File: src/sv/assert_macros.svh
// ---------------------------------------------------------------------------
// Assertion macros
// Concurrent assertion wrappers for the glyph quad vertex generator.
// ---------------------------------------------------------------------------
`ifndef ASSERT_MACROS_SVH
`define ASSERT_MACROS_SVH
`ifndef SYNTH
`define GQVG_ASSERT_IMPL(lbl, clk, rst_n, ante, cons) \
    lbl: assert property (@(posedge clk) disable iff (!rst_n) (ante) |-> (cons)) \
        else $error("same-cycle check failed");
`define GQVG_ASSERT_NEXT(lbl, clk, rst_n, ante, cons) \
    lbl: assert property (@(posedge clk) disable iff (!rst_n) (ante) |=> (cons)) \
        else $error("next-cycle check failed");
`else
`define GQVG_ASSERT_IMPL(lbl, clk, rst_n, ante, cons)
`define GQVG_ASSERT_NEXT(lbl, clk, rst_n, ante, cons)
`endif
`endif

File: src/sv/gqvg_pkg.sv
// ---------------------------------------------------------------------------
// Glyph quad vertex generator package
// Field widths, request codes, queue command type and sequencer states.
// ---------------------------------------------------------------------------
`default_nettype none

package gqvg_pkg;

    localparam int GLYPH_ENTRIES_DEF = 256;
    localparam int ATLAS_SIZE_DEF    = 512;

    localparam int REQ_W     = 2;
    localparam int CODE_W    = 8;
    localparam int POS_W     = 20;
    localparam int ADV_W     = 10;
    localparam int BEAR_W    = 10;
    localparam int SIZE_W    = 9;
    localparam int TEX_W     = 9;
    localparam int UV_W      = 17;
    localparam int FRAC_W    = 4;
    localparam int TEX_FRAC_W = 16;
    localparam int TEX_ONE   = 65536;

    localparam int BOX_W     = 2 * BEAR_W + 2 * SIZE_W;
    localparam int PLACE_W   = ADV_W + 2 * TEX_W;
    localparam int ARG_W     = BOX_W + PLACE_W;

    localparam int FIFO_DEPTH = 4;

    localparam logic [2:0] LAST_VERTEX = 3'd5;

    typedef enum logic [REQ_W-1:0] {
        REQ_LOAD  = 2'd0,
        REQ_START = 2'd1,
        REQ_CHAR  = 2'd2
    } req_type_t;

    typedef struct packed {
        req_type_t         op;
        logic [CODE_W-1:0] code;
        logic [ARG_W-1:0]  arg;
    } cmd_t;

    typedef enum logic [2:0] {
        BK_IDLE,
        BK_BASE,
        BK_EDGE,
        BK_EMIT
    } back_state_t;

endpackage

`default_nettype wire

File: src/sv/gqvg_req_if.sv
// ---------------------------------------------------------------------------
// Request channel
// Valid/ready channel that carries one request beat.
// ---------------------------------------------------------------------------
`default_nettype none

interface gqvg_req_if;
    import gqvg_pkg::*;

    logic                     valid;
    logic                     ready;
    logic [REQ_W-1:0]         req_type;
    logic [CODE_W-1:0]        code;
    logic signed [POS_W-1:0]  pos_x;
    logic signed [POS_W-1:0]  pos_y;
    logic [ADV_W-1:0]         advance;
    logic signed [BEAR_W-1:0] bearing_left;
    logic signed [BEAR_W-1:0] bearing_top;
    logic [SIZE_W-1:0]        glyph_width;
    logic [SIZE_W-1:0]        glyph_height;
    logic [TEX_W-1:0]         tex_x;
    logic [TEX_W-1:0]         tex_y;

    modport source (
        output valid, req_type, code, pos_x, pos_y, advance, bearing_left,
               bearing_top, glyph_width, glyph_height, tex_x, tex_y,
        input  ready
    );

    modport sink (
        input  valid, req_type, code, pos_x, pos_y, advance, bearing_left,
               bearing_top, glyph_width, glyph_height, tex_x, tex_y,
        output ready
    );
endinterface

`default_nettype wire

File: src/sv/gqvg_front.sv
// ---------------------------------------------------------------------------
// Request front end
// Accepts request beats, drops those that do nothing and packs the rest into
// queue commands held in one register stage.
// ---------------------------------------------------------------------------
`default_nettype none

module gqvg_front #(
    parameter int GLYPH_ENTRIES = gqvg_pkg::GLYPH_ENTRIES_DEF
) (
    input  logic           clk,
    input  logic           rst_n,
    gqvg_req_if.sink       req,
    output logic           cmd_valid,
    input  logic           cmd_ready,
    output gqvg_pkg::cmd_t cmd
);
    import gqvg_pkg::*;

    logic              cmd_valid_reg;
    cmd_t              cmd_reg;
    cmd_t              cmd_next;
    logic              keep;
    logic              in_range;

    assign in_range = ({1'b0, req.code} < (CODE_W + 1)'(GLYPH_ENTRIES));

    always_comb
    begin
        cmd_next.op   = REQ_LOAD;
        cmd_next.code = req.code;
        cmd_next.arg  = '0;
        keep          = 1'b0;
        case (req.req_type)
            REQ_LOAD:
            begin
                cmd_next.op  = REQ_LOAD;
                cmd_next.arg = {req.tex_y, req.tex_x, req.advance,
                                req.glyph_height, req.glyph_width,
                                req.bearing_top, req.bearing_left};
                keep         = in_range;
            end
            REQ_START:
            begin
                cmd_next.op  = REQ_START;
                cmd_next.arg = {(ARG_W - 2 * POS_W)'(0), req.pos_y, req.pos_x};
                keep         = 1'b1;
            end
            REQ_CHAR:
            begin
                cmd_next.op = REQ_CHAR;
                keep        = in_range;
            end
            default:
            begin
                keep = 1'b0;
            end
        endcase
    end

    assign req.ready = !cmd_valid_reg || cmd_ready;

    always_ff @(posedge clk or negedge rst_n)
    begin
        if (!rst_n)
        begin
            cmd_valid_reg <= 1'b0;
        end
        else if (req.valid && req.ready)
        begin
            cmd_valid_reg <= keep;
        end
        else if (cmd_ready)
        begin
            cmd_valid_reg <= 1'b0;
        end
    end

    always_ff @(posedge clk)
    begin
        if (req.valid && req.ready)
        begin
            cmd_reg <= cmd_next;
        end
    end

    assign cmd_valid = cmd_valid_reg;
    assign cmd       = cmd_reg;

endmodule

`default_nettype wire

File: src/flat_wrapper.sv
// flat-port wrapper written by rule: the top's interface ports become plain ports
module gqvg_front_flat import gqvg_pkg::*;
#(
    parameter int GLYPH_ENTRIES = gqvg_pkg::GLYPH_ENTRIES_DEF
)
  (clk, rst_n, cmd_valid, cmd_ready, cmd, req_valid, req_req_type, req_code, req_pos_x, req_pos_y, req_advance, req_bearing_left, req_bearing_top, req_glyph_width, req_glyph_height, req_tex_x, req_tex_y, req_ready);
  gqvg_req_if req_i ();
  input  logic clk;
  input  logic rst_n;
  output logic cmd_valid;
  input  logic cmd_ready;
  output gqvg_pkg::cmd_t cmd;
  input wire logic [$bits(req_i.valid)-1:0] req_valid;
  input wire logic [$bits(req_i.req_type)-1:0] req_req_type;
  input wire logic [$bits(req_i.code)-1:0] req_code;
  input wire logic [$bits(req_i.pos_x)-1:0] req_pos_x;
  input wire logic [$bits(req_i.pos_y)-1:0] req_pos_y;
  input wire logic [$bits(req_i.advance)-1:0] req_advance;
  input wire logic [$bits(req_i.bearing_left)-1:0] req_bearing_left;
  input wire logic [$bits(req_i.bearing_top)-1:0] req_bearing_top;
  input wire logic [$bits(req_i.glyph_width)-1:0] req_glyph_width;
  input wire logic [$bits(req_i.glyph_height)-1:0] req_glyph_height;
  input wire logic [$bits(req_i.tex_x)-1:0] req_tex_x;
  input wire logic [$bits(req_i.tex_y)-1:0] req_tex_y;
  output wire logic [$bits(req_i.ready)-1:0] req_ready;
  assign req_i.valid = req_valid;
  assign req_i.req_type = req_req_type;
  assign req_i.code = req_code;
  assign req_i.pos_x = req_pos_x;
  assign req_i.pos_y = req_pos_y;
  assign req_i.advance = req_advance;
  assign req_i.bearing_left = req_bearing_left;
  assign req_i.bearing_top = req_bearing_top;
  assign req_i.glyph_width = req_glyph_width;
  assign req_i.glyph_height = req_glyph_height;
  assign req_i.tex_x = req_tex_x;
  assign req_i.tex_y = req_tex_y;
  assign req_ready = req_i.ready;
  gqvg_front #(.GLYPH_ENTRIES(GLYPH_ENTRIES)) u_core (.clk(clk), .rst_n(rst_n), .req(req_i), .cmd_valid(cmd_valid), .cmd_ready(cmd_ready), .cmd(cmd));
endmodule
File: config.mk
export PLATFORM = sky130hd
export DESIGN_NAME = gqvg_front_flat
export DESIGN_NICKNAME = d
export VERILOG_FILES = /design/src/sv/assert_macros.svh /design/src/sv/gqvg_pkg.sv /design/src/sv/gqvg_req_if.sv /design/src/sv/gqvg_front.sv /design/src/flat_wrapper.sv
export SDC_FILE = /design/constraint.sdc
export NUM_CORES = 1
export LEC_CHECK = 0
export BUFFER_PORTS_ARGS = -buffer_cell sky130_fd_sc_hd__buf_2
export CORE_ASPECT_RATIO = 0.9
export CORE_MARGIN = 3
export CORE_UTILIZATION = 35
export DETAILED_ROUTE_END_ITERATION = 12
export GPL_TIMING_DRIVEN = 0
export PLACE_DENSITY = 0.7
export REMOVE_ABC_BUFFERS = 1
export SLEW_MARGIN = 20
export SYNTH_ARGS = -nofsm -noshare
export SYNTH_HDL_FRONTEND = slang
export SYNTH_SLANG_ARGS = --single-unit
File: constraint.sdc
create_clock -name clk -period 2.92 [get_ports clk]
set_clock_uncertainty 0.15 [all_clocks]
set_input_delay 0.438 -clock clk [delete_from_list [all_inputs] [get_ports clk]]
set_output_delay 0.438 -clock clk [all_outputs]
set_load 0.03 [all_outputs]
Word level (Yosys, flattened, before mapping)

Index checks and enable logic that the tools add are counted.

Reductions and logical operators: 6
Order comparisons: 0
Muxes and demuxes: 5
Multipliers: 0
Bitwise gates (word level): 0
Equality and inequality tests: 2
Add/subtract/negate cells: 0
Shifts and indexed selects: 0
Divide/modulo/power cells: 0

Operators by type and width:

| kind                                                                  | number |
|---|---|
| 66-bit case mux with 2 select lines                                   | 1 |
| 2-bit case mux with 2 select lines                                    | 1 |
| 1-bit 2-to-1 mux                                                      | 3 |
| 3-bit OR reduction                                                    | 1 |
| 2-bit by 1-bit equality test with 1-bit output, second input constant | 1 |
| 2-bit equality test, second input constant                            | 1 |
| 2-bit zero test                                                       | 1 |
| 2-bit nonzero test                                                    | 1 |
| 1-bit logical AND                                                     | 1 |
| 1-bit zero test                                                       | 1 |
| 1-bit logical OR                                                      | 1 |

Memories kept: 0
Logic and storage cells: 17
Flip-flop bits (word level): 77
RAM bits: 0
ROM bits: 0
Bits of input ports: 120
Bits in latches: 0

Longest topological paths before layout

Word-level depth: 4
Depth in mapped cells: 4

Worst setup path before layout

OpenSTA, ideal clock, no wires.

Kind: register to register
Start point: register u_core.cmd_valid_reg (netlist: u_core.cmd_valid)
End point: register u_core.cmd_reg (netlist bit u_core.cmd[0]), enable pin
Arrival: 2.654 ns
Cell stages (with the launch flop): 3
Required time: 2.328 ns
Buffers on the path: 0
Setup time: 0.442 ns
Setup slack: -0.326 ns
Clock period less this slack: 3.246 ns
Cell sequence: dfrtp_1 -> nand2b_1 -> and2_1

Word-level cells in the longest chain between the ends: 3

RTL lines:

| item                   | RTL line           | RTL |
|---|---|---|
| start, declared        | gqvg_front.sv:20   | `logic cmd_valid_reg;` |
| start signal, assigned | gqvg_front.sv:71   | `cmd_valid_reg <= keep;` |
| 1-bit zero test        | gqvg_front.sv:61   | `assign req.ready = !cmd_valid_reg \|\| cmd_ready;` |
| 1-bit logical OR       | gqvg_front.sv:61   |  |
| named net req_ready    | flat_wrapper.sv:25 | `output wire logic [$bits(req_i.ready)-1:0] req_ready;` |
| 1-bit logical AND      | gqvg_front.sv:81   | `if (req.valid && req.ready)` |
| end signal, assigned   | gqvg_front.sv:83   | `cmd_reg <= cmd_next;` |
| end, declared          | gqvg_front.sv:21   | `cmd_t cmd_reg;` |

The timed path passes the listed nets, and every way through them passes these cells.
A chain may end at the register's enable or synchronous reset.

Worst setup path in the final report

Start point: register u_core.cmd_valid_reg (netlist: u_core.cmd_valid)
End point: register u_core.cmd_reg (netlist bit u_core.cmd[56]), enable pin

Word-level cells in the longest chain between the ends: 3

RTL lines:

| item              | RTL line |
|---|---|
| 1-bit zero test   | gqvg_front.sv:61 |
| 1-bit logical OR  | gqvg_front.sv:61 |
| 1-bit logical AND | gqvg_front.sv:81 |

Every way passes these cells.

==> flow_summary.json <==
{
  "yosys.area.top_type": "edfxtp_1",
  "clk_latency_ps": 340,
  "synth_cell_types": 13,
  "grt_pass1_vias": 2293,
  "finalCritPeriodShare": 0.5932,
  "h-tree-depth": 3,
  "first_pass_iters": 4,
  "syn_area_um2": 3218,
  "register_area_um2": 2307,
  "wl_per_cell_um": 14.02,
  "layout_min_cycle_time_ps": 1732,
  "yosysSeqAreaShare": 0.7170,
  "gp_congestion": 0.7105,
  "relSlewSlack": 0.4168,
  "grtUsageTotal": 0.1395,
  "fillers": 790,
  "hold_class": "in2reg",
  "synthToLayoutAreaGrowth_pct": 38.18,
  "grt_pass1_wl_um": 11220,
  "largest_reg_flops": 76,
  "power.density_nw_per_um2": 566.9,
  "synth.area.top_cells": "edfxtp_1, mux2i_1, and2_1",
  "reg2reg_depth": 3,
  "fp.dieW_um": 107.1,
  "grt_max_degree": 46,
  "num_antenna_cells": 0,
  "drt-initial-drc-count": 79,
  "setup.worst_path.class": "reg2reg",
  "startpoint_type": "flop",
  "multi_input_area_um2": 774.5,
  "io_buffers": 197,
  "clk_pin_slew_ps": 80,
  "hold_path_depth": 1,
  "root_buffer": "clkbuf_8",
  "rsz0062_at_grt": "false",
  "cts_sinks": 77,
  "clock_path_buffers": 2,
  "setup_viol": 0,
  "antenna_found_initial": 0,
  "final_layout_size_suffix_gt1_frac": 0.5333,
  "finalMaxSlewViolations": 0,
  "ant_nets": 0,
  "critPathRequiredTime_ps": 2800,
  "avgSynthCellArea_um2": 15.93,
  "fmax_mhz": 577.3,
  "end_kind": "flop",
  "ys_ff_latch": 77,
  "path_max_fanout": 45,
  "synth_top_area_frac": 0.7092,
  "p_leak_uw": 0.002080,
  "fin_util": 0.5071,
  "dp_hpwl_um": 5361,
  "nets": 520,
  "status": "finished, final reports clean",
  "drc": 0,
  "cap_violations": 0,
  "place_ws_ps": 1006,
  "finalPower_uw": 2521,
  "start_util": 0.3670,
  "hold_viol_final": 0,
  "layout_commonest_cell": "buf_2",
  "vias": 2272,
  "cts_tree": "yes",
  "pin_count": 198,
  "wl_um": 7346,
  "routed_via_density": 4.336,
  "core_um2": 8768,
  "synth_warnings": 0,
  "worstPathArrival_ps": 1610,
  "post_cts_buffers": 0,
  "worst_slack_ps": 1188,
  "most-common-layout-cells": "buf_2, edfxtp_1, mux2i_1, nor2_1, and2_1",
  "chipHeight_um": 96.97,
  "fp-row-count": 32,
  "setup_tns_ps": 0,
  "worst_slew_pin_slew_ps": 874.8,
  "die-area_um2": 10380,
  "synth_cells": 202,
  "overflow": 0,
  "numCtsBuffers": 9,
  "peakVddDrop_uv": 312.7
}
==> power by group <==
part / switching (uW) / leakage, uW / total (uW) / internal (uW)
combinational: 270 / 0.00123 / 420 / 150
clock: 390 / 0.0000895 / 786 / 396
sequential: 15.7 / 0.000763 / 1320 / 1300
==> kinds of logic (layout without fill, tap and decap cells) <==
logic type | Yosys count | in the layout | share of synthesized area
and+or+nand+nor | 72 | 72 | 0.1124
muxes | 40 | 40 | 0.1244
buffers and inverters | 12 | 215 | 0.04316
AOI/OAI and AO/OA | 1 | 1 | 0.003111
DFF | 77 | 77 | 0.7170
==> cells in the mapped netlist <==
master,instances
edfxtp_1,76
mux2i_1,40
nor2_1,40
and2_1,27
buf_2,5
buf_12,4
buf_6,3
nor2b_1,2
a21bo_2,1
dfrtp_1,1
nand2_1,1
nand2b_1,1
nor2_8,1
==> path summary, 6_finish.rpt <==
check                      slack (ps)                          from                      endpoint
setup / recovery                 1190  u_core.cmd_valid$_DFFE_PN0P_      u_core.cmd[56]$_DFFE_PP_
hold / removal                    120                   req_code[5]      u_core.cmd[71]$_DFFE_PP_
setup reg to reg                 1190  u_core.cmd_valid$_DFFE_PN0P_      u_core.cmd[56]$_DFFE_PP_
hold reg to reg                   380  u_core.cmd_valid$_DFFE_PN0P_  u_core.cmd_valid$_DFFE_PN0P_
max in group asynchronous        2290                         rst_n  u_core.cmd_valid$_DFFE_PN0P_
min in group asynchronous         250                         rst_n  u_core.cmd_valid$_DFFE_PN0P_
==> through the flow <==
step / cells / hold WS (ps) / area, um2
detailed placement: 507 / 68.20 / 4239
finish: 524 / 124.6 / 4447
global placement: 506 / 63.42 / 4214
CTS: 524 / 103.0 / 4447
global route: 524 / 96.75 / 4447
floorplan: 190 / -7.591 / 3079
==> worst max-delay path, stage by stage (launching register included) <==
cell and delay [ps]:
dfrtp_1 380, nand2b_1 100, and2_4 450, buf_12 300
==> per-layer routing <==
layer	GRT usage	wire, um	vias to the layer above	share of wire
li1	-	-	1115	-
met1	0.1441	2600	1028	0.35
met2	0.2520	3868	116	0.53
met3	0.05670	731	13	0.10
met4	0.04818	146	0	0.020
met5	0	0	-	0
==> area by class of cell <==
| cell class | count | area share |
|---|---|---|
| Clock buffer | 9 | 0.02786 |
| Clock inverter | 7 | 0.01660 |
| Multi-Input combinational cell | 113 | 0.1742 |
| Sequential cell | 77 | 0.5189 |
| Tap cell | 119 | 0.03348 |
| Timing Repair Buffer | 199 | 0.2290 |
==> timing repair <==
action                                 in CTS  in global routing
endpoints found under the hold margin       1                  0
hold buffers                                1                  0
resized for setup                           0                  0
No activity file was read; power rests on OpenSTA's default activity.
