[src/sv/assert_macros.svh]
// ---------------------------------------------------------------------------
// Assertion macros
// Concurrent assertion wrappers for the glyph quad vertex generator.
// ---------------------------------------------------------------------------
`ifndef ASSERT_MACROS_SVH
`define ASSERT_MACROS_SVH
`ifndef SYNTH
`define GQVG_ASSERT_IMPL(lbl, clk, rst_n, ante, cons) \
    lbl: assert property (@(posedge clk) disable iff (!rst_n) (ante) |-> (cons)) \
        else $error("same-cycle check failed");
`define GQVG_ASSERT_NEXT(lbl, clk, rst_n, ante, cons) \
    lbl: assert property (@(posedge clk) disable iff (!rst_n) (ante) |=> (cons)) \
        else $error("next-cycle check failed");
`else
`define GQVG_ASSERT_IMPL(lbl, clk, rst_n, ante, cons)
`define GQVG_ASSERT_NEXT(lbl, clk, rst_n, ante, cons)
`endif
`endif

[src/sv/gqvg_pkg.sv]
// ---------------------------------------------------------------------------
// Glyph quad vertex generator package
// Field widths, request codes, queue command type and sequencer states.
// ---------------------------------------------------------------------------
`default_nettype none

package gqvg_pkg;

    localparam int GLYPH_ENTRIES_DEF = 256;
    localparam int ATLAS_SIZE_DEF    = 512;

    localparam int REQ_W     = 2;
    localparam int CODE_W    = 8;
    localparam int POS_W     = 20;
    localparam int ADV_W     = 10;
    localparam int BEAR_W    = 10;
    localparam int SIZE_W    = 9;
    localparam int TEX_W     = 9;
    localparam int UV_W      = 17;
    localparam int FRAC_W    = 4;
    localparam int TEX_FRAC_W = 16;
    localparam int TEX_ONE   = 65536;

    localparam int BOX_W     = 2 * BEAR_W + 2 * SIZE_W;
    localparam int PLACE_W   = ADV_W + 2 * TEX_W;
    localparam int ARG_W     = BOX_W + PLACE_W;

    localparam int FIFO_DEPTH = 4;

    localparam logic [2:0] LAST_VERTEX = 3'd5;

    typedef enum logic [REQ_W-1:0] {
        REQ_LOAD  = 2'd0,
        REQ_START = 2'd1,
        REQ_CHAR  = 2'd2
    } req_type_t;

    typedef struct packed {
        req_type_t         op;
        logic [CODE_W-1:0] code;
        logic [ARG_W-1:0]  arg;
    } cmd_t;

    typedef enum logic [2:0] {
        BK_IDLE,
        BK_BASE,
        BK_EDGE,
        BK_EMIT
    } back_state_t;

endpackage

`default_nettype wire

[src/sv/gqvg_cmd_fifo.sv]
// ---------------------------------------------------------------------------
// Command queue
// Short register queue that decouples the front end from the back end.
// ---------------------------------------------------------------------------
`default_nettype none

module gqvg_cmd_fifo (
    input  logic           clk,
    input  logic           rst_n,
    input  logic           in_valid,
    output logic           in_ready,
    input  gqvg_pkg::cmd_t in_cmd,
    output logic           out_valid,
    input  logic           out_ready,
    output gqvg_pkg::cmd_t out_cmd
);
    import gqvg_pkg::*;

    localparam int PTR_W = $clog2(FIFO_DEPTH);
    localparam int CNT_W = $clog2(FIFO_DEPTH + 1);

    cmd_t             slot_reg [FIFO_DEPTH];
    logic [PTR_W-1:0] wr_ptr_reg;
    logic [PTR_W-1:0] rd_ptr_reg;
    logic [CNT_W-1:0] count_reg;
    logic             push;
    logic             pop;

    assign in_ready  = (count_reg != CNT_W'(FIFO_DEPTH));
    assign out_valid = (count_reg != '0);
    assign push      = in_valid && in_ready;
    assign pop       = out_valid && out_ready;
    assign out_cmd   = slot_reg[rd_ptr_reg];

    always_ff @(posedge clk or negedge rst_n)
    begin
        if (!rst_n)
        begin
            wr_ptr_reg <= '0;
            rd_ptr_reg <= '0;
            count_reg  <= '0;
        end
        else
        begin
            if (push)
            begin
                wr_ptr_reg <= wr_ptr_reg + PTR_W'(1);
            end
            if (pop)
            begin
                rd_ptr_reg <= rd_ptr_reg + PTR_W'(1);
            end
            if (push && !pop)
            begin
                count_reg <= count_reg + CNT_W'(1);
            end
            else if (pop && !push)
            begin
                count_reg <= count_reg - CNT_W'(1);
            end
        end
    end

    always_ff @(posedge clk)
    begin
        if (push)
        begin
            slot_reg[wr_ptr_reg] <= in_cmd;
        end
    end

endmodule

`default_nettype wire

[config.mk]
export PLATFORM = sky130hd
export DESIGN_NAME = gqvg_cmd_fifo
export DESIGN_NICKNAME = d
export VERILOG_FILES = /design/src/sv/assert_macros.svh /design/src/sv/gqvg_pkg.sv /design/src/sv/gqvg_cmd_fifo.sv
export SDC_FILE = /design/constraint.sdc
export NUM_CORES = 1
export LEC_CHECK = 0
export ABC_AREA = 1
export BUFFER_PORTS_ARGS = -buffer_cell sky130_fd_sc_hd__clkbuf_2
export CAP_MARGIN = 20
export CELL_PAD_IN_SITES_DETAIL_PLACEMENT = 1
export CELL_PAD_IN_SITES_GLOBAL_PLACEMENT = 2
export CORE_MARGIN = 2
export CORE_UTILIZATION = 40
export DETAILED_ROUTE_END_ITERATION = 8
export GPL_TIMING_DRIVEN = 0
export PLACE_DENSITY_LB_ADDON = 0.05
export SYNTH_ARGS = -nofsm -noshare
export SYNTH_HDL_FRONTEND = slang
export SYNTH_SLANG_ARGS = --single-unit
export TNS_END_PERCENT = 50
[constraint.sdc]
create_clock -name clk -period 11.05 [get_ports clk]
set_input_delay 3.315 -clock clk [delete_from_list [all_inputs] [get_ports clk]]
set_output_delay 3.315 -clock clk [all_outputs]
set_load 0.05 [all_outputs]
Word-level counts from Yosys, hierarchy flattened --
Memories as Yosys holds them, arrays and structs flattened. Index checks and enable logic that the tools add are counted.
Word-level totals: flip-flop bits (word level) 7, bits in writable memories 304, input bits 80, memories 1
Memory list:
- slot_reg | words 4, bits a word 76, read ports 1, clocked after Yosys merged registers in 0, wr ports 1, RTL line gqvg_cmd_fifo.sv:22 | cmd_t slot_reg [FIFO_DEPTH];
Cells by class: add/subtract/negate cells 4, equal/unequal tests 1, muxes and demuxes 4, reductions and logical operators 8
Operator list (count):
- 3-bit two-way mux | 2
- 2-bit by 1-bit adder with 2-bit output, second input constant | 2
- 1-bit logical AND | 4
- 3-bit by 1-bit adder with 3-bit output, second input constant | 1
- 3-bit inequality test, second input constant | 1
- 3-bit nonzero test | 1
- 3-bit by 1-bit subtractor with 3-bit output, second input constant | 1
- 1-bit logical NOT | 2
- 1-bit two-way mux | 2
- 2-bit nonzero test | 1

Longest topological paths before layout --
Gate-level depths: netlist of the first run.
depth after elaboration 6, mapped depth 12, mapped depth without buffers 12

Least setup slack after synthesis of the first run --
Ideal clock, no wire load.
path kind input -> register, from input port in_valid, to memory slot_reg[0][0] in the netlist's numbering, enable pin, library setup time 0.511 ns, arrival time 6.673 ns, path slack 3.866 ns, cell stages on the path 2, cells stage by stage nand2_1 nor2_1
On the way: cells in the longest elaborated chain, start to end 3
RTL lines:
- start, declared | RTL line gqvg_cmd_fifo.sv:10 | input logic in_valid,
- 1-bit logical AND | RTL line gqvg_cmd_fifo.sv:31 | assign push = in_valid && in_ready;
- 1-bit two-way mux | RTL line gqvg_cmd_fifo.sv:66 | if (push)
- 1-bit two-way mux (implied by the code) | RTL line gqvg_cmd_fifo.sv:68 | slot_reg[wr_ptr_reg] <= in_cmd;
- end, declared | RTL line gqvg_cmd_fifo.sv:22
No other way between the ends.

==> results of run 1 <==
-- power breakdown --
group | internal (mW) | switching (mW) | total [mW] | leakage [nW]
sequential | 1.55 | 0.0533 | 1.60 | 2.87
clock | 0.633 | 0.431 | 1.06 | 0.508
combinational | 0.504 | 1.65 | 2.15 | 2.78
-- Yosys cell counts, types with 3 or more instances --
master,count
inv_1,165
nand3_1,7
edfxtp_1,304
buf_4,8
dfrtp_1,7
o211ai_1,152
buf_6,4
buf_1,5
ha_1,5
inv_2,3
nor2_1,4
clkbuf_1,4
nand2_1,245
buf_2,29
-- path summary, 6_finish.rpt --
path                                from               to  slack (ns)  cells after the start
min in group asynchronous          rst_n    rd_ptr_reg[0]        2.65                      1
setup / recovery           rd_ptr_reg[0]      out_cmd[35]        5.48                      6
hold / removal              count_reg[2]     count_reg[2]        0.51                      2
max in group asynchronous          rst_n    rd_ptr_reg[1]        8.22                      1
setup reg to reg            count_reg[0]  slot_reg[3][27]        8.50                      7
hold reg to reg             count_reg[2]     count_reg[2]        0.51                      2
-- per-stage QoR --
| step | cell area, um^2 | power (mW) |
|---|---|---|
| 6_report | 15100 | 4.82 |
| 4_1_cts | 15100 | 4.91 |
| 2_1_floorplan | 12400 | 3.16 |
| 3_3_place_gp | 13700 | 3.79 |
| 3_5_place_dp | 14000 | 3.83 |
| 5_1_grt | 15100 | 5.10 |
-- cell families after synthesis --
family / Yosys count / synth area share
flops: 311 / 0.748
fa+ha+maj: 6 / 0.00664
simple gates: 257 / 0.0785
xor+xnor: 1 / 0.000705
buf+inv: 218 / 0.0736
compound gates: 153 / 0.0922
-- metal layers --
layer,track usage,up-vias,share of wire
met4,0.0419,2,0.016
met5,0,-,0.00044
li1,-,3707,-
met1,0.243,3758,0.44
met2,0.311,163,0.50
met3,0.0366,46,0.049
-- cell type report --
type / count / share of cell area
tap: 396 / 0.0329
clock inverter: 13 / 0.00548
clock buffer: 48 / 0.0641
antenna: 1 / 0.000166
multi-input combinational: 417 / 0.149
sequential: 311 / 0.617
inverter: 168 / 0.0418
buffer: 50 / 0.0188
timing repair buffer: 169 / 0.0710
-- worst max-delay path, stage by stage, from the launching register on --
cell and delay, ns:
dfrtp_1 0.40, inv_2 0.23, buf_1 0.51, nand2_1 0.13, o211ai_1 0.12, nand2_1 0.10
clkbuf_2 0.25
==> reports/metrics.yaml, run 1 <==
timing:
  setup_viol: 0
  tns_ns: 0
  hold_slack_ns: 0.512
  min_period_ns: 5.57
  slew_viol_final: 0
  layout_setup_ws_ns: 5.48
  relSlewSlack: 0.371
  min_period_over_period: 0.504
  hold_viol_final: 0
  fmax_ghz: 0.180
  rsz0062_at_grt: "no"
  worst_slew_pin_slew_ns: 0.941
  finClkSkew_ns: 0.00911
clocking:
  root_buffer: "clkbuf_16"
  holdBufCountCts: 0
  cts_setup_buffers: 0
  htreeDepth: 2
  clk_latency_ns: 0.49
  ctsResizeCount: 0
  cts_tree: "yes"
  cts-buffers-inserted: 35
  clk_pin_slew_worst_paths_ns: 0.05
  cts.path.max_buffers: 3
  cts_sinks: 311
critical_path:
  cp_data_required_time_ns: 7.74
  cp_max_fo: 10
  cp-end-kind: "primary output"
  crit_arrival_ns: 2.25
  critical_path_class: "reg2out"
  critPathLaunchType: "register"
run_status:
  outcome: "complete, no violations"
place:
  place_inst: 1511
  pre_cts_ws_ns: 5.66
  dp_hpwl_um: 19400
  routabilityCongestion: 0.675
  port_buffers: 157
routing:
  drt_iter0_markers: 438
  ant_nets: 0
  vias_per_cell: 4.88
  wl_um: 29500
  dr.pass1.iters: 5
  vias: 7676
  wl_per_cell_um: 18.7
  drc: 0
yosys:
  synth.avg_cell_area_um2: 13.1
  synth_area_mm2: 0.0124
  ys_ff_latch: 311
  seq_area_frac_synth: 0.748
  synth_top_area_frac: 0.734
  yosys-top-cells-area: "edfxtp_1, o211ai_1, nand2_1, inv_1, dfrtp_1"
  yosysWarnings: 0
  yosys.cell_types.count: 18
  syn_nets: 1032
  yosysTopAreaCell: "edfxtp_1"
  syn_inst: 946
  synth_edf_count: 304
  synthFlopType: "edfxtp_1"
  async_reset_ff_frac: 0.0225
die:
  core_area_mm2: 0.0306
  dieArea_mm2: 0.0325
  start_util: 0.406
  rows: 64
  top_level_ports: 158
  die-height_um: 180
  die_w_um: 180
finish:
  nFillCells: 3138
  final_cells: 1573
  synthToLayoutAreaGrowth_pct: 21.3
  largest_reg_flops: 304
  multi_input_comb_area_mm2: 0.00224
  final_common_cell: "edfxtp_1"
  nNetsFinal: 1238
  final_cell_mix: "edfxtp_1, nand2_1, inv_1"
  drive_above_1_share: 0.220
  regArea_mm2: 0.00930
  post-route-util: 0.493
flow_run:
  cap_violations: 0
power_and_ir_drop:
  ir_drop_uv: 185
  p_per_area_mw_per_mm2: 320
  p_leak_nw: 6.15
global_route:
  grt_max_degree: 28
  grt_pass1_wl_um: 45500
  antenna_found_initial: 2
  grtUsageTotal: 0.183
  grt_pass1_vias: 7835
  grt_overflow: 0
hold_path:
  hp-class: "reg2reg"
No activity file was read; power rests on OpenSTA's default activity.
==> run 2: changes to the inputs <==
- CORE_UTILIZATION: 40 -> 36
- clock period: 11.05 -> 5 ns (I/O delays scaled with it)
==> reports/metrics.yaml, run 2 (same netlist as run 1, synthesis figures left out) <==
die:
  die_w_um: 190
  start_util: 0.363
  top_level_ports: 158
  dieArea_mm2: 0.0360
  core_area_mm2: 0.0343
  rows: 68
  die-height_um: 190
routing:
  vias: 7596
  vias_per_cell: 4.65
  ant_nets: 0
  drt_iter0_markers: 263
  dr.pass1.iters: 4
  drc: 0
  wl_um: 30300
  wl_per_cell_um: 18.6
clocking:
  cts-buffers-inserted: 36
  clk_pin_slew_worst_paths_ns: 0.06
  ctsResizeCount: 0
  cts_setup_buffers: 0
  cts_sinks: 311
  root_buffer: "clkbuf_16"
  clk_latency_ns: 0.50
  holdBufCountCts: 0
  cts.path.max_buffers: 3
  htreeDepth: 2
  cts_tree: "yes"
critical_path:
  crit_arrival_ns: 2.27
  cp-end-kind: "primary output"
  critPathLaunchType: "register"
  cp_data_required_time_ns: 3.50
  critical_path_class: "reg2out"
  worstRegToRegCells: 7
  cp_max_fo: 10
timing:
  tns_ns: 0
  slew_viol_final: 0
  min_period_over_period: 0.755
  relSlewSlack: 0.569
  rsz0062_at_grt: "no"
  layout_setup_ws_ns: 1.23
  min_period_ns: 3.77
  worst_slew_pin_slew_ns: 0.645
  setup_viol: 0
  fmax_ghz: 0.265
  finClkSkew_ns: 0.00975
  hold_viol_final: 0
power_and_ir_drop:
  swShare: 0.443
  pwr-share-comb: 0.447
  ir_drop_uv: 443
  p_seq_frac: 0.332
  switchingPower_mw: 4.73
  clockPowerShare: 0.222
  internal_power_mw: 5.94
  p_per_area_mw_per_mm2: 706
  p_leak_nw: 6.14
place:
  routabilityCongestion: 0.702
  pre_cts_ws_ns: 1.45
  port_buffers: 157
  dp_hpwl_um: 20100
global_route:
  antenna_found_initial: 3
  grt_max_degree: 27
  grt_pass1_wl_um: 46600
  grt_pass1_vias: 7895
  grtUsageTotal: 0.172
  grt_overflow: 0
finish:
  synthToLayoutAreaGrowth_pct: 21.7
  largest_reg_flops: 304
  drive_above_1_share: 0.219
  nNetsFinal: 1239
  final_cell_mix: "edfxtp_1, nand2_1, inv_1"
  final_common_cell: "edfxtp_1"
run_status:
  outcome: "complete, no violations"
flow_run:
  cap_violations: 0
hold_path:
  hp-class: "reg2reg"
  min_path_cells: 2
-- run 2: cell count changes in the layout (fill, tap and decap cells not counted) --
cell,delta
buf_12,+4
buf_16,-4
clkbuf_1,+3
clkbuf_8,+1
clkinv_1,-1
clkinv_2,-2
clkinvlp_4,-1
diode_2,+1
-- run 2: worst max-delay path, cell delays in order, from the launching register on --
cell,delay [ns]
dfrtp_1,0.41
inv_2,0.24
buf_1,0.52
nand2_1,0.11
o211ai_1,0.12
nand2_1,0.11
clkbuf_2,0.25
-- run 2: path summary, 6_finish.rpt --
kind / from / end / slack (ns)
worst max-delay path: rd_ptr_reg[0] / out_cmd[33] / 1.23
worst max register to register: count_reg[0] / slot_reg[1][26] / 2.47
max in group asynchronous: rst_n / rd_ptr_reg[1] / 3.98
min in group asynchronous: rst_n / count_reg[2] / 0.84
worst min register to register: count_reg[2] / count_reg[2] / 0.50
worst min-delay path: count_reg[2] / count_reg[2] / 0.50
-- run 2: layout make-up --
| class | count | area, um^2 |
|---|---|---|
| inverter | 168 | 631 |
| sequential | 311 | 9300 |
| clock buffer | 52 | 992 |
| timing repair buffer | 169 | 1040 |
| fill | 3592 | 19200 |
| clock inverter | 9 | 61.3 |
| multi-input combinational | 417 | 2240 |
| tap | 455 | 569 |
| antenna | 2 | 5.00 |
| buffer | 50 | 284 |
-- run 2: through the flow --
| step | std cells | power, mW | cell area [um^2] | hold slack (ns) | util |
|---|---|---|---|---|---|
| after floorplan | 946 | 6.98 | 12400 | 0.463 | - |
| after global placement | 1558 | 8.42 | 13800 | 0.487 | 0.402 |
| after detailed placement | 1570 | 8.50 | 14100 | 0.497 | 0.410 |
| after CTS | 1631 | 10.9 | 15100 | 0.510 | 0.441 |
| after global routing | 1631 | 11.3 | 15100 | 0.530 | 0.441 |
| final | 1633 | 10.7 | 15100 | 0.503 | 0.441 |
-- run 2: metal layers --
layer	global-route usage	part of all wire	up-vias
met4	0.0459	0.021	2
met1	0.228	0.46	3705
li1	-	-	3706
met5	0	0.00053	-
met2	0.291	0.48	136
met3	0.0347	0.044	47
-- run 2: power groups by stage --
stage                     clock network [mW]  logic, mW  registers (mW)
final                                   2.37       4.77            3.54
after global routing                    2.55       5.18            3.58
after CTS                               2.45       4.91            3.54
after detailed placement                   0       4.90            3.59
after global placement                     0       4.71            3.71
after floorplan                            0       3.36            3.63
==> run 3: changes to the inputs <==
- clock period: 5 -> 3.13 ns (I/O delays scaled with it)
==> reports/metrics.yaml, run 3 (same netlist as run 1, synthesis figures left out) <==
run_status:
  outcome: "complete, no violations"
global_route:
  grt_max_degree: 27
  grt_overflow: 0
  grt_pass1_wl_um: 47300
  grt_pass1_vias: 7986
  grtUsageTotal: 0.175
  antenna_found_initial: 3
place:
  routabilityCongestion: 0.691
  port_buffers: 157
  place_inst: 1570
  dp_hpwl_um: 19800
finish:
  final_cell_mix: "edfxtp_1, nand2_1, inv_1"
  nNetsFinal: 1240
  final_cells: 1634
  final_common_cell: "edfxtp_1"
  drive_above_1_share: 0.231
  nFillCells: 3617
  synthToLayoutAreaGrowth_pct: 22.6
  largest_reg_flops: 304
routing:
  vias_per_cell: 4.67
  dr.pass1.iters: 4
  drt_iter0_markers: 378
  wl_per_cell_um: 18.9
  drc: 0
  ant_nets: 0
  vias: 7633
  wl_um: 30900
critical_path:
  reg2reg_from: "count_reg[0]"
  critPathLaunchType: "register"
  worstRegToRegCells: 6
  timing.critical_path.to: "out_cmd[22]"
  critical_path_class: "reg2out"
  cp-startpoint: "rd_ptr_reg[0]"
  cp_max_fo: 10
  r2r_slack_ns: 0.78
  rr_endpoint: "slot_reg[1][25]"
  cp-end-kind: "primary output"
  crit_arrival_ns: 2.08
  cp_data_required_time_ns: 2.19
flow_run:
  cap_violations: 0
timing:
  min_period_over_period: 0.965
  hold_slack_ns: 0.275
  relSlewSlack: 0.597
  fmax_ghz: 0.331
  finClkSkew_ns: 0.0210
  hold_viol_final: 0
  worst_slew_pin_slew_ns: 0.603
  setup_viol: 0
  min_period_ns: 3.02
  slew_viol_final: 0
  rsz0062_at_grt: "yes"
clocking:
  cts-buffers-inserted: 37
  root_buffer: "clkbuf_16"
  cts_sinks: 311
  cts.path.max_buffers: 3
  htreeDepth: 2
  cts_setup_buffers: 0
  clk_latency_ns: 0.51
  clk_pin_slew_worst_paths_ns: 0.06
  cts_tree: "yes"
power_and_ir_drop:
  ir_drop_uv: 513
  internal_power_mw: 9.69
  power_mw: 17.3
  p_per_area_mw_per_mm2: 1140
  switchingPower_mw: 7.63
  pwr-share-comb: 0.449
  p_seq_frac: 0.327
  swShare: 0.441
  clockPowerShare: 0.224
  p_leak_nw: 6.21
die:
  die-height_um: 190
  dieArea_mm2: 0.0360
  core_area_mm2: 0.0343
  die_w_um: 190
  rows: 68
  start_util: 0.363
  top_level_ports: 158
hold_path:
  hp-class: "in2async"
==> run 3: cell count changes in the layout (fill, tap and decap cells not counted), sizes merged <==
cell	change
buf	+6
clkinv	+7
clkinvlp	+1
diode	-1
bufinv	+1
clkbuf	-13
==> run 3: worst min path at each step <==
stage                     cells after the start  slack [ns]             to    startpoint
after CTS                                     1        0.27  wr_ptr_reg[1]         rst_n
final                                         1        0.28  wr_ptr_reg[1]         rst_n
after detailed placement                      2        0.50   count_reg[2]  count_reg[2]
after floorplan                               2        0.46   count_reg[2]  count_reg[2]
after global routing                          1        0.27  wr_ptr_reg[1]         rst_n
after global placement                        2        0.49   count_reg[2]  count_reg[2]
==> run 3: critical path, stage by stage (launching register included) <==
cell and delay [ns]:
dfrtp_1 0.42, inv_4 0.16, buf_6 0.22, clkbuf_4 0.25
nand2_1 0.07, o211ai_1 0.08, nand2_1 0.12, clkbuf_2 0.25
==> run 3: through the flow <==
stage	cell area [um^2]	TNS (ns)	util	worst slack (ns)
after detailed placement	14100	0	0.410	0.339
after CTS	15200	-0.719	0.443	-0.0562
after global placement	13800	-749.38	0.402	-2.55
final	15200	0	0.445	0.110
after global routing	15200	-0.0193	0.445	-0.0168
after floorplan	12400	-169.08	-	-0.556
==> run 3: layout make-up <==
type | instances | area, um^2 | share of cell area
Sequential cell | 311 | 9300 | 0.610
Multi-Input combinational cell | 417 | 2240 | 0.147
Timing Repair Buffer | 169 | 1060 | 0.0696
Clock buffer | 45 | 956 | 0.0627
Inverter | 168 | 633 | 0.0415
Tap cell | 455 | 569 | 0.0373
Buffer | 50 | 347 | 0.0227
Clock inverter | 18 | 131 | 0.00862
Antenna cell | 1 | 2.50 | 0.000164
==> run 3: timing repair <==
item / 4_1_cts / 5_1_grt
hold buffers: 0 / 0
gates resized for setup: 17 / 52
setup endpoints to repair: 73 / 71
==> run 3: power groups by stage <==
stage	Clock, mW	Combinational (mW)	Sequential [mW]
CTS	4.01	7.91	5.66
floorplan	0	5.37	5.75
detailed placement	0	7.84	5.74
finish	3.88	7.78	5.65
global placement	0	7.55	5.84
global route	4.18	8.46	5.72
==> run 3: metal layers <==
metal  vias to the layer above  wire (um)  global-route usage
met5                         -         16                   0
met2                       134      15000               0.292
met1                      3750      14000               0.238
li1                       3711          -                   -
met4                         2        429              0.0379
met3                        36       1400              0.0354
